File: src/sv/five_stage_pipelined_cpu_subset_defines.svh
// Assertion macros shared by the five-stage pipeline RTL
`ifndef FIVE_STAGE_PIPELINED_CPU_SUBSET_DEFINES_SVH
`define FIVE_STAGE_PIPELINED_CPU_SUBSET_DEFINES_SVH

// Condition that must hold at every clock edge outside reset
`define FSPC_ASSERT_NOW(label, cond, msg) \
  label: assert property (@(posedge clk) disable iff (rst) (cond)) else $error(msg);

// Condition that must hold at the next clock edge after the trigger
`define FSPC_ASSERT_NEXT(label, trig, cond, msg) \
  label: assert property (@(posedge clk) disable iff (rst) (trig) |=> (cond)) else $error(msg);

`endif

File: src/sv/fspc_ram.sv
// One-write, two-read RAM with registered, write-first read data
module fspc_ram #(
  parameter int Depth = 64,
  parameter int Width = 32
) (
  input  logic                     clk,
  input  logic                     rst,
  input  logic                     wr_en,
  input  logic [$clog2(Depth)-1:0] wr_addr,
  input  logic [Width-1:0]         wr_data,
  input  logic                     rd_en,
  input  logic [$clog2(Depth)-1:0] rd_addr_a,
  input  logic [$clog2(Depth)-1:0] rd_addr_b,
  output logic [Width-1:0]         rd_data_a,
  output logic [Width-1:0]         rd_data_b
);

  logic [Width-1:0] mem [Depth];

  // Write port
  always_ff @(posedge clk) begin
    if (wr_en) begin
      mem[wr_addr] <= wr_data;
    end
  end

  // Read ports; a write in the same cycle is seen by the read
  always_ff @(posedge clk) begin
    if (rst) begin
      rd_data_a <= '0;
      rd_data_b <= '0;
    end else if (rd_en) begin
      rd_data_a <= (wr_en && (wr_addr == rd_addr_a)) ? wr_data : mem[rd_addr_a];
      rd_data_b <= (wr_en && (wr_addr == rd_addr_b)) ? wr_data : mem[rd_addr_b];
    end
  end

endmodule

File: config.mk
export PLATFORM = sky130hd
export DESIGN_NAME = fspc_ram
export DESIGN_NICKNAME = d
export VERILOG_FILES = /design/src/sv/five_stage_pipelined_cpu_subset_defines.svh /design/src/sv/fspc_ram.sv
export SDC_FILE = /design/constraint.sdc
export NUM_CORES = 2
export LEC_CHECK = 0
export BUFFER_PORTS_ARGS = -buffer_cell sky130_fd_sc_hd__clkbuf_2
export CAP_MARGIN = 20
export CORE_MARGIN = 1
export CORE_UTILIZATION = 25
export DETAILED_ROUTE_END_ITERATION = 7
export GPL_ROUTABILITY_DRIVEN = 0
export PLACE_DENSITY = 0.45
export SLEW_MARGIN = 5
export SYNTH_ARGS = -nofsm -noshare
export SYNTH_HDL_FRONTEND = slang
export SYNTH_SLANG_ARGS = --single-unit
File: constraint.sdc
create_clock -name clk -period 4.9 [get_ports clk]
set_input_delay 0.735 -clock clk [delete_from_list [all_inputs] [get_ports clk]]
set_output_delay 0.735 -clock clk [all_outputs]
set_load 0.01 [all_outputs]
==> flow_summary.json <==
{
  "syn-num-nets": 5524,
  "syn_area_um2": 97900,
  "avgSynthCellArea_um2": 17.9,
  "tightest_slew_ns": 1.18,
  "yosys.area_share.simple_pct": 3.49,
  "htreeDepth": 4,
  "crit_path_top_delay_cell": "o221ai_1",
  "synthAdderAreaFrac_pct": 0,
  "dp_hpwl_um": 280000,
  "antenna_found_initial": 58,
  "clockBufferDepth": 4,
  "synth_xor_area_share_pct": 0.107,
  "synth_top_family_by_area": "multiplexers",
  "synth.most_common_cell": "edfxtp_1",
  "drive_above_1_share_pct": 29.6,
  "clock_skew_ns": 0.0643,
  "synth_top_area_share_pct": 62.8,
  "cts_inserted_buffers": 227,
  "vias": 61500,
  "vias_per_cell": 5.51,
  "outcome": "finished, violations left",
  "power_density_nw_per_um2": 364,
  "max_freq_mhz": 298,
  "max_cap_violations": 0,
  "grtUsageTotal_pct": 21.4,
  "ys.flop_type": "edfxtp_1",
  "n_fill_cell": 38200,
  "finalSetupViolations": 0,
  "clk_pin_slew_ns": 0.06,
  "critical_path_arrival_ns": 4.11,
  "path_class": "primary input to register",
  "crit_path_max_incr_delay_ns": 0.75,
  "cp_max_fo": 42,
  "die_x_um": 628,
  "synth_warnings": 0,
  "cp.required_ns": 5.65,
  "fin_nets": 5813,
  "critPathBufInv": 3,
  "area_growth_pct": 17.2,
  "fin_crit_ns": 3.35,
  "drtIter0Drc": 8186,
  "first_global_vias": 61400,
  "ys_types": 58,
  "rsz0062_at_grt": "false",
  "netlist_instances": 5470,
  "wire_per_inst_um": 38.5,
  "hold_viol": 0,
  "yosysTopAreaCell": "edfxtp_1",
  "fp.dieH_um": 628,
  "synth_common_cells": "2048 x edfxtp_1, 802 x mux4_2, 516 x mux2i_1, 249 x a22oi_1, 230 x nand2_1",
  "cts_post_setup_buffers_inserted": 0,
  "synth-edff-count": 2048,
  "drtPass1Iterations": 7,
  "initial_core_util_pct": 25.1,
  "synthTopCellsByArea": "edfxtp_1 63%, mux4_2 18%, mux2i_1 5.3%",
  "io_pins": 118,
  "drt.antenna.violating_nets": 0,
  "max-slew-margin-rel_pct": 20.5,
  "cts_root_buffer": "clkbuf_16",
  "hold_slack_ns": 0.105,
  "die-area_um2": 394000,
  "synthMuxAreaShare_pct": 23.7,
  "synth_compound_area_share_pct": 5.96,
  "wl_um": 429000,
  "power_leakage_nw": 36.7,
  "rows": 229,
  "fin_crit_sh_pct": 68.5,
  "p_total_mw": 41.7,
  "ys_async_sr_fraction_pct": 0,
  "hold_class": "primary input to register",
  "cts.sinks": 2112,
  "drc": 2,
  "setup_tns_ns": 0,
  "violations": "design-rule violations",
  "synth_seq_area_share_pct": 64.2,
  "grt_pass1_wl_um": 571000,
  "synth_seq_cells": 2112,
  "vdd_drop_max_mv": 0.328,
  "grt_max_degree": 89,
  "clock_latency_ns": 0.96,
  "cp-end-kind": "register",
  "port_buffers": 117,
  "core_um2": 389000,
  "start_kind": "primary input",
  "drv_slew": 0,
  "crit_family": "compound AO/OA/AOI/OAI gates",
  "crit_chain": "buf_8 > buf_12 > buf_12 > mux2i_1 > o221ai_1 > o221ai_1 > nand3_1 > nor4_1 > a211oi_1",
  "grt-ovfl-total": 0,
  "cts_tree": "done"
}
[timing repair]
| action | CTS | global route |
|---|---|---|
| resized for setup | 0 | 0 |
| hold buffers | 1 | 0 |
| endpoints found under the hold margin | 1 | 0 |
[layout make-up]
class | count | area, µm² | area share, %
diodes | 13 | 32.5 | 0.0284
clock buffers | 304 | 6210 | 5.42
clock inverters | 116 | 1330 | 1.16
inverters | 20 | 76.3 | 0.0666
multi-input cells | 2897 | 33200 | 29.0
flip-flops and latches | 2112 | 62800 | 54.7
well taps | 5197 | 6500 | 5.67
repair buffers | 501 | 4490 | 3.92
[through the flow]
step,worst slack (ns),instance area (µm²),instances,util [%]
3_3_place_gp,0.652,107000,10700,27.5
4_1_cts,1.71,115000,11100,29.4
5_1_grt,1.60,115000,11200,29.4
6_report,1.55,115000,11200,29.4
2_1_floorplan,0.736,97900,5470,-
3_5_place_dp,0.685,107000,10700,27.5
[layout by cell type, fill, tap and decap left out, types with 24 or more instances in the layout]
cell and instances:
o2111ai_1 28, nor2_4 67, nor3_1 63, nor2_1 105, nand3_1 118, a22o_1 28
o21ai_0 92, clkbuf_1 55, clkbuf_16 229, nor2b_1 27, buf_12 75, mux2i_1 516
o22ai_1 119, a21oi_1 81, a221oi_1 29, clkbuf_2 107, nand2_1 229, a22oi_1 249
dfxtp_1 64, clkinv_1 40, mux4_2 802, a211oi_1 57, buf_4 308, o221ai_1 32
bufinv_16 24, clkinv_2 35, edfxtp_1 2048
[layer usage]
metal | vias up | track usage, % | wire length [µm]
li1 | 23700 | - | -
met4 | 16 | 11.3 | 27100
met3 | 793 | 3.63 | 31700
met5 | - | 0 | 94
met2 | 3115 | 34.7 | 201000
met1 | 33800 | 27.3 | 169000
[report_power, final]
group | internal, mW | switching, mW | total (mW)
clock network | 10.2 | 7.62 | 17.8
registers | 20.0 | 0.172 | 20.1
logic | 1.29 | 2.49 | 3.78
total | 31.4 | 10.3 | 41.7
[state kept, by name, summed over array words and instances, names as in the netlist]
signal,count
mem,2048
rd_data_a,32
rd_data_b,32
[cell families after synthesis]
family                    after synthesis
buffers and inverters                 461
DFF                                  2112
AOI/OAI and AO/OA                     826
muxes                                1319
and+or+nand+nor                       740
xor gates and xnor gates               12
[final timing paths]
path	slack, ns	to	cells after the start	start
max	1.55	rd_data_a[6]	9	rd_addr_a[0]
min	0.11	rd_data_b[22]	2	rd_en
min reg2reg	0.52	rd_data_b[5]	2	rd_data_b[5]
max reg2reg	2.21	rd_data_b[21]	6	mem[63][21]
Power figures use the tool's default switching activity.
