--- config.mk ---
export PLATFORM = sky130hd
export DESIGN_NAME = fspc_alu
export DESIGN_NICKNAME = d
export VERILOG_FILES = /design/src/sv/five_stage_pipelined_cpu_subset_defines.svh /design/src/sv/fspc_pkg.sv /design/src/sv/fspc_alu.sv
export SDC_FILE = /design/constraint.sdc
export NUM_CORES = 1
export LEC_CHECK = 0
export BUFFER_PORTS_ARGS = -buffer_cell sky130_fd_sc_hd__buf_4
export CAP_MARGIN = 15
export CORE_MARGIN = 2
export CORE_UTILIZATION = 40
export DETAILED_ROUTE_END_ITERATION = 16
export PLACE_DENSITY = 0.73
export REMOVE_ABC_BUFFERS = 1
export SLEW_MARGIN = 20
export SYNTH_ARGS = -nofsm -noshare
export SYNTH_HDL_FRONTEND = slang
export SYNTH_SLANG_ARGS = --single-unit
--- constraint.sdc ---
create_clock -name vclk -period 4.52
set_input_delay 0.904 -clock vclk [all_inputs]
set_output_delay 0.904 -clock vclk [all_outputs]
set_load 0.05 [all_outputs]
--- src/sv/five_stage_pipelined_cpu_subset_defines.svh ---
// Assertion macros shared by the five-stage pipeline RTL
`ifndef FIVE_STAGE_PIPELINED_CPU_SUBSET_DEFINES_SVH
`define FIVE_STAGE_PIPELINED_CPU_SUBSET_DEFINES_SVH

// Condition that must hold at every clock edge outside reset
`define FSPC_ASSERT_NOW(label, cond, msg) \
  label: assert property (@(posedge clk) disable iff (rst) (cond)) else $error(msg);

// Condition that must hold at the next clock edge after the trigger
`define FSPC_ASSERT_NEXT(label, trig, cond, msg) \
  label: assert property (@(posedge clk) disable iff (rst) (trig) |=> (cond)) else $error(msg);

`endif

--- src/sv/fspc_pkg.sv ---
// Shared types, codes and helper functions of the five-stage pipeline
package fspc_pkg;

  localparam int MEM_WORDS_DEFAULT = 64;
  localparam int REG_COUNT         = 32;

  // Item modes
  localparam logic [1:0] MODE_TICK     = 2'd0;
  localparam logic [1:0] MODE_LOAD_MEM = 2'd1;
  localparam logic [1:0] MODE_LOAD_REG = 2'd2;

  // Opcodes
  localparam logic [5:0] OP_RTYPE = 6'd0;
  localparam logic [5:0] OP_J     = 6'd2;
  localparam logic [5:0] OP_BEQ   = 6'd4;
  localparam logic [5:0] OP_LW    = 6'd35;
  localparam logic [5:0] OP_SW    = 6'd43;

  // Main-control ALUOp field
  localparam logic [1:0] ALUOP_MEM   = 2'b00;
  localparam logic [1:0] ALUOP_BEQ   = 2'b01;
  localparam logic [1:0] ALUOP_RTYPE = 2'b10;

  // ALU operations
  localparam logic [2:0] ALU_AND = 3'd0;
  localparam logic [2:0] ALU_OR  = 3'd1;
  localparam logic [2:0] ALU_ADD = 3'd2;
  localparam logic [2:0] ALU_SUB = 3'd6;

  typedef struct packed {
    logic [1:0]  mode;
    logic [5:0]  load_index;
    logic [31:0] load_value;
  } item_t;

  typedef struct packed {
    logic [31:0] fetched_instruction;
    logic [31:0] program_counter;
    logic        writeback_enable;
    logic [4:0]  writeback_register;
    logic [31:0] writeback_value;
    logic        pipeline_idle;
  } result_t;

  // ID/EX register (read data lives in the register file's read registers)
  typedef struct packed {
    logic [31:0] instr;
    logic [31:0] next_pc;
    logic [31:0] imm;
    logic [4:0]  rt;
    logic [4:0]  rd;
    logic [1:0]  alu_op;
    logic        reg_dst;
    logic        alu_src;
    logic        branch;
    logic        mem_read;
    logic        mem_write;
    logic        mem_to_reg;
    logic        reg_write;
  } dx_t;

  // EX/MEM register
  typedef struct packed {
    logic [31:0] instr;
    logic [31:0] alu_res;
    logic [31:0] wdata;
    logic [4:0]  dest;
    logic        mem_read;
    logic        mem_write;
    logic        mem_to_reg;
    logic        reg_write;
  } xm_t;

  // MEM/WB register (load data lives in the memory's read register)
  typedef struct packed {
    logic [31:0] instr;
    logic [31:0] alu_res;
    logic [4:0]  dest;
    logic        mem_to_reg;
    logic        reg_write;
  } mw_t;

  // Textbook ALU control equations on ALUOp and funct[3:0]
  function automatic logic [2:0] alu_op_decode(input logic [1:0] alu_op,
                                               input logic [3:0] funct);
    logic [2:0] op;
    op[0] = alu_op[1] & (funct[0] | funct[3]);
    op[1] = ~alu_op[1] | ~funct[2];
    op[2] = alu_op[0] | (alu_op[1] & funct[1]);
    return op;
  endfunction

endpackage

--- src/sv/fspc_alu.sv ---
// ALU control decode and ALU of the execute stage
module fspc_alu
  import fspc_pkg::*;
(
  input  logic [1:0]  alu_op,
  input  logic [3:0]  funct,
  input  logic [31:0] a,
  input  logic [31:0] b,
  input  logic [31:0] held,
  output logic [31:0] result,
  output logic        zero
);

  logic [2:0] op;

  assign op = alu_op_decode(alu_op, funct);

  // Unlisted operations keep the previous result and clear zero
  always_comb begin
    result = held;
    zero   = 1'b0;
    case (op)
      ALU_AND: result = a & b;
      ALU_OR:  result = a | b;
      ALU_ADD: result = a + b;
      ALU_SUB: begin
        result = a - b;
        zero   = (a == b);
      end
      default: result = held;
    endcase
  end

endmodule

==> results.sh, run 1 <==
export IMPL_status="complete, but fails checks"
export IMPL_violations="negative setup slack"
export IMPL_portBuffers=135
export IMPL_setup_violations=2
export IMPL_initial_core_util=0.408
export IMPL_cp_common_cell="buf_4"
export IMPL_dpl_hpwl_mm=14.0
export IMPL_insertedDiodeCount=0
export IMPL_hold_end="result[14]"
export IMPL_cap_violations=0
export IMPL_viasPerCell=5.86
export IMPL_fin_crit_ns=4.59
export IMPL_dr_total_vias=6523
export IMPL_drt_iter0_drc=520
export IMPL_end_kind="output pin"
export IMPL_die_x_um=114
export IMPL_final_design_area_no_fill_um2=7640
export IMPL_hold_viol=0
export IMPL_slew_viol_final=0
export IMPL_nFlopsAndLatches=0
export IMPL_dp_slack_ns=-0.345
export IMPL_grt_overflow_total=0
export IMPL_syn_avg_cell_area_um2=6.57
export IMPL_synth_top_cell_by_area="ha_1"
export IMPL_io_pins=135
export IMPL_path_cells="buf_4 > inv_2 > ha_4 > buf_6 > buf_4 > nand3_4 > or3_4 > o31ai_4 > o21ai_4 > o21bai_4 > a311o_1 > o311ai_4 > xor2_1 > o221ai_1 > buf_4"
export IMPL_nClkBuffers=0
export IMPL_rsz0062_at_grt="true"
export IMPL_track_usage=0.262
export IMPL_postRouteAntennaNets=0
export IMPL_ir_drop_v=0.0000859
export IMPL_synthTopCellsByCount="104 x ha_1, 89 x inv_1, 84 x a21oi_1"
export IMPL_syn_instance_count=742
export IMPL_drive_gt1_frac=0.395
export IMPL_p_per_area_nw_per_um2=162
export IMPL_critPathMaxFanout=5
export IMPL_seqCellArea_um2=0
export IMPL_fillers=1042
export IMPL_synth_most_common_cell="ha_1"
export IMPL_fin_crit_sh=1.02
export IMPL_synth_area_leaders="ha_1 27%, a21oi_1 8.6%, inv_1 6.9%"
export IMPL_syn_area_um2=4870
export IMPL_multi_input_comb_area_um2=5020
export IMPL_hp_start="held[14]"
export IMPL_cp_arrival_ns=3.69
export IMPL_worstSetupStartpoint="b[14]"
export IMPL_grt_pass1_wl_mm=28.7
export IMPL_ys_warn_count=0
export IMPL_power_leakage_nw=3.60
export IMPL_slew_headroom=0.587
export IMPL_gp_congestion=0.959
export IMPL_cpMaxStageDelayCell="o31ai_4"
export IMPL_die_y_um=114
export IMPL_hold_class="in -> out"
export IMPL_slowest_delay_ns=0.41
export IMPL_place_area_um2=6810
export IMPL_grt_pass1_vias=5861
export IMPL_antenna_found_initial=0
export IMPL_wl_per_cell_um=17.1
export IMPL_fin_ws_ns=-0.0732
export IMPL_grt_max_degree=32
export IMPL_core_rowCount=40
export IMPL_hold_depth=4
export IMPL_cp_required_ns=3.62
export IMPL_first_pass_iters=5
export IMPL_seq_area_frac_synth=0
export IMPL_die_area_um2=13100
export IMPL_core_area_um2=12000
export IMPL_fmax_ghz=0.218
export IMPL_criticalPathCategory="in -> out"
export IMPL_synth_top_area_frac=0.267
export IMPL_startpoint_type="input port"
export IMPL_wl_mm=19.0
export IMPL_area_growth_pct=56.8
export IMPL_tightest_slew_ns=0.620
export IMPL_yosysUniqueCellTypes=65
export IMPL_setup_tns_ns=-0.0821
export IMPL_fin_nets=1177
export IMPL_post_route_drc_count=0
per-layer routing:
layer,up-vias,part of all wire,track usage
li1,3124,-,-
met1,3026,0.43,0.354
met2,324,0.48,0.462
met3,49,0.067,0.0148
met4,0,0.025,0.0480
met5,-,0,0
report_power, final:
part           internal [mW]  switching [mW]  total (mW)
Combinational          0.525           0.713        1.24
Clock                      0               0           0
Sequential                 0               0           0
Total                  0.525           0.713        1.24
cells in the final DEF (no fill, tap or decap), types with 15 or more instances in the layout:
master / n
xnor2_1: 23
a21oi_1: 72
buf_4: 255
ha_1: 82
ha_4: 17
o221ai_1: 17
o21bai_1: 17
nand2_1: 36
nand3_1: 19
nor3_1: 15
o21ai_0: 35
nor2_1: 74
a22oi_1: 19
inv_1: 73
layout make-up:
type                            count  share of cell area
Inverter                           92              0.0475
Multi-Input combinational cell    608               0.657
Tap cell                          147              0.0241
Timing Repair Buffer              267               0.271
stage by stage:
| stage | util | hold WS (ns) | power [mW] | instances |
|---|---|---|---|---|
| global placement | 0.570 | 2.21 | 1.06 | 1102 |
| CTS | 0.587 | 2.22 | 1.10 | 1103 |
| finish | 0.639 | 2.22 | 1.24 | 1114 |
| global route | 0.639 | 2.23 | 1.32 | 1114 |
| detailed placement | 0.570 | 2.22 | 1.07 | 1102 |
| floorplan | - | 2.08 | 0.644 | 700 |
worst max-delay path by stage:
stage	depth (start not counted)	to
3_5_place_dp	15	result[30]
4_1_cts	16	result[31]
6_report	15	result[31]
5_1_grt	15	result[30]
2_1_floorplan	8	result[28]
3_3_place_gp	15	result[30]
worst max-delay path: cells and delay by family:
kind                     cells  cell delay (ns)
XOR/XNOR                     1             0.18
adder cells (fa/ha/maj)      1             0.29
buffers and inverters        5             0.59
AO/OA/AOI/OAI                6             1.25
AND/OR/NAND/NOR              2             0.47
cells by family after synthesis:
group | Yosys count | share of synthesized area
AOI/OAI and AO/OA | 279 | 0.378
xor gates and xnor gates | 29 | 0.0521
adders and majority gates | 106 | 0.275
buffers and inverters | 134 | 0.109
muxes | 3 | 0.00616
and+or+nand+nor | 191 | 0.180
what timing repair did:
action                                  in CTS  in global routing
hold endpoints to repair                     0                  0
endpoints found under the setup margin      11                 17
setup buffers                                1                 12
gates resized for setup                     47                120
pin swaps                                   12                 52
hold buffers                                 0                  0
Note: power is estimated with default switching activity, not from simulation.
==> run 2: changes to the inputs <==
--- a/config.mk
+++ b/config.mk
@@ -5,7 +5,7 @@
 export SDC_FILE = /design/constraint.sdc
 export NUM_CORES = 1
 export LEC_CHECK = 0
-export BUFFER_PORTS_ARGS = -buffer_cell sky130_fd_sc_hd__buf_4
+export BUFFER_PORTS_ARGS = -buffer_cell sky130_fd_sc_hd__buf_2
 export CAP_MARGIN = 15
 export CORE_MARGIN = 2
 export CORE_UTILIZATION = 40
==> results.sh, run 2 (synthesis gave the netlist of run 1 again) <==
export IMPL_final_common_cell="buf_4"
export IMPL_nFlopsAndLatches=0
export IMPL_tightest_slew_ns=0.466
export IMPL_die_area_um2=13100
export IMPL_criticalPathCategory="in -> out"
export IMPL_status="complete, but fails checks"
export IMPL_slowest_delay_ns=0.33
export IMPL_portBuffers=135
export IMPL_hold_class="in -> out"
export IMPL_end_kind="output pin"
export IMPL_slew_headroom=0.689
export IMPL_fin_crit_sh=1.01
export IMPL_power_leakage_nw=3.52
export IMPL_cp_required_ns=3.62
export IMPL_swShare=0.596
export IMPL_final_cell_mix="153 x buf_4, 119 x buf_2, 91 x ha_1"
export IMPL_area_growth_pct=46.7
export IMPL_viasPerCell=5.70
export IMPL_fillers=1127
export IMPL_nClkBuffers=0
export IMPL_pwr_share_comb=1.000
export IMPL_critPathMaxFanout=3
export IMPL_wl_mm=18.3
export IMPL_hold_viol=0
export IMPL_ir_drop_v=0.000117
export IMPL_antenna_found_initial=0
export IMPL_cap_violations=0
export IMPL_grt_max_degree=32
export IMPL_fin_nets=1190
export IMPL_fin_ws_ns=-0.0500
export IMPL_track_usage=0.260
export IMPL_hold_buffers=0
export IMPL_postRouteAntennaNets=0
export IMPL_gp_congestion=0.941
export IMPL_internal_power_uw=463
export IMPL_dpl_hpwl_mm=14.3
export IMPL_io_pins=135
export IMPL_startpoint_type="input port"
export IMPL_multi_input_comb_area_um2=4780
export IMPL_grt_pass1_vias=6101
export IMPL_slew_viol_final=0
export IMPL_hold_ws_ns=2.23
export IMPL_cpMaxStageDelayCell="a311o_1"
export IMPL_cp_common_cell="buf_4"
export IMPL_die_y_um=114
export IMPL_post_route_drc_count=0
export IMPL_violations="negative setup slack"
export IMPL_p_per_area_nw_per_um2=160
export IMPL_grt_pass1_wl_mm=28.5
export IMPL_fin_crit_ns=4.57
export IMPL_p_clk_frac=0
export IMPL_path_cells="buf_2 > inv_1 > ha_1 > buf_4 > a21oi_1 > nor2_1 > a31oi_2 > buf_4 > o31ai_4 > o21ai_2 > o21bai_2 > a311o_1 > o311ai_2 > xor2_1 > o221ai_1 > buf_4"
export IMPL_setup_violations=1
export IMPL_drive_gt1_frac=0.368
export IMPL_initial_core_util=0.408
export IMPL_first_pass_iters=5
export IMPL_dr_total_vias=6421
export IMPL_insertedDiodeCount=0
export IMPL_seqCellArea_um2=0
export IMPL_drt_iter0_drc=503
export IMPL_wl_per_cell_um=16.2
export IMPL_seqPwrFrac=0
export IMPL_cp_arrival_ns=3.67
export IMPL_fmax_ghz=0.219
export IMPL_die_x_um=114
export IMPL_p_sw_uw=684
export IMPL_grt_overflow_total=0
export IMPL_rsz0062_at_grt="true"
export IMPL_core_area_um2=12000
export IMPL_core_rowCount=40
export IMPL_p_total_mw=1.15
run 2: cell count changes in the layout (fill, tap and decap cells not counted), moves of 5 or more:
cell / previous run / this run
buf_2: 0 / 119
buf_4: 255 / 153
ha_1: 82 / 91
inv_1: 73 / 81
ha_4: 17 / 10
a21oi_1: 72 / 78
a21oi_2: 12 / 7
run 2: area by class of cell:
type	count	share of cell area
Tap cell	147	0.0257
Timing Repair Buffer	280	0.256
Multi-Input combinational cell	608	0.669
Inverter	92	0.0492
run 2: power by group through the flow:
| stage | combinational, mW | clock (mW) | sequential (mW) |
|---|---|---|---|
| after floorplan | 0.644 | 0 | 0 |
| after global placement | 1.02 | 0 | 0 |
| after detailed placement | 1.02 | 0 | 0 |
| after CTS | 1.08 | 0 | 0 |
| after global routing | 1.23 | 0 | 0 |
| final | 1.15 | 0 | 0 |
run 2: path summary, 6_finish.rpt:
path,from,to,slack (ns),cells past startpoint
worst max-delay path,a[1],result[31],-0.05,16
worst min-delay path,held[27],result[27],2.23,4
run 2: repair_timing:
| item | CTS | global route |
|---|---|---|
| pin swaps | 22 | 24 |
| gates resized for setup | 59 | 66 |
| setup endpoints to repair | 14 | 19 |
| setup buffers | 3 | 3 |
run 2: metal layers:
metal  GRT usage  routed length [µm]
met4      0.0472                 372
met3      0.0222                1210
met2       0.459                8630
met5           0                   0
met1       0.347                8070
run 2: critical path, delay by kind of cell:
family | cells | cell delay (ns)
adders and majority gates | 1 | 0.32
AOI/OAI and AO/OA | 8 | 1.51
and+or+nand+nor | 1 | 0.09
xor gates and xnor gates | 1 | 0.11
buffers and inverters | 5 | 0.73
run 2: through the flow:
step           utilization  cell area (µm²)  setup WS, ns  instances  TNS, ns
3_3_place_gp         0.552             6610        -0.319       1121    -1.98
6_report             0.598             7150       -0.0500       1127  -0.0500
2_1_floorplan            -             4690         -1.13        700    -6.18
5_1_grt              0.598             7150        -0.149       1127   -0.472
3_5_place_dp         0.552             6610        -0.380       1121    -2.45
4_1_cts              0.575             6880       -0.0211       1124  -0.0359
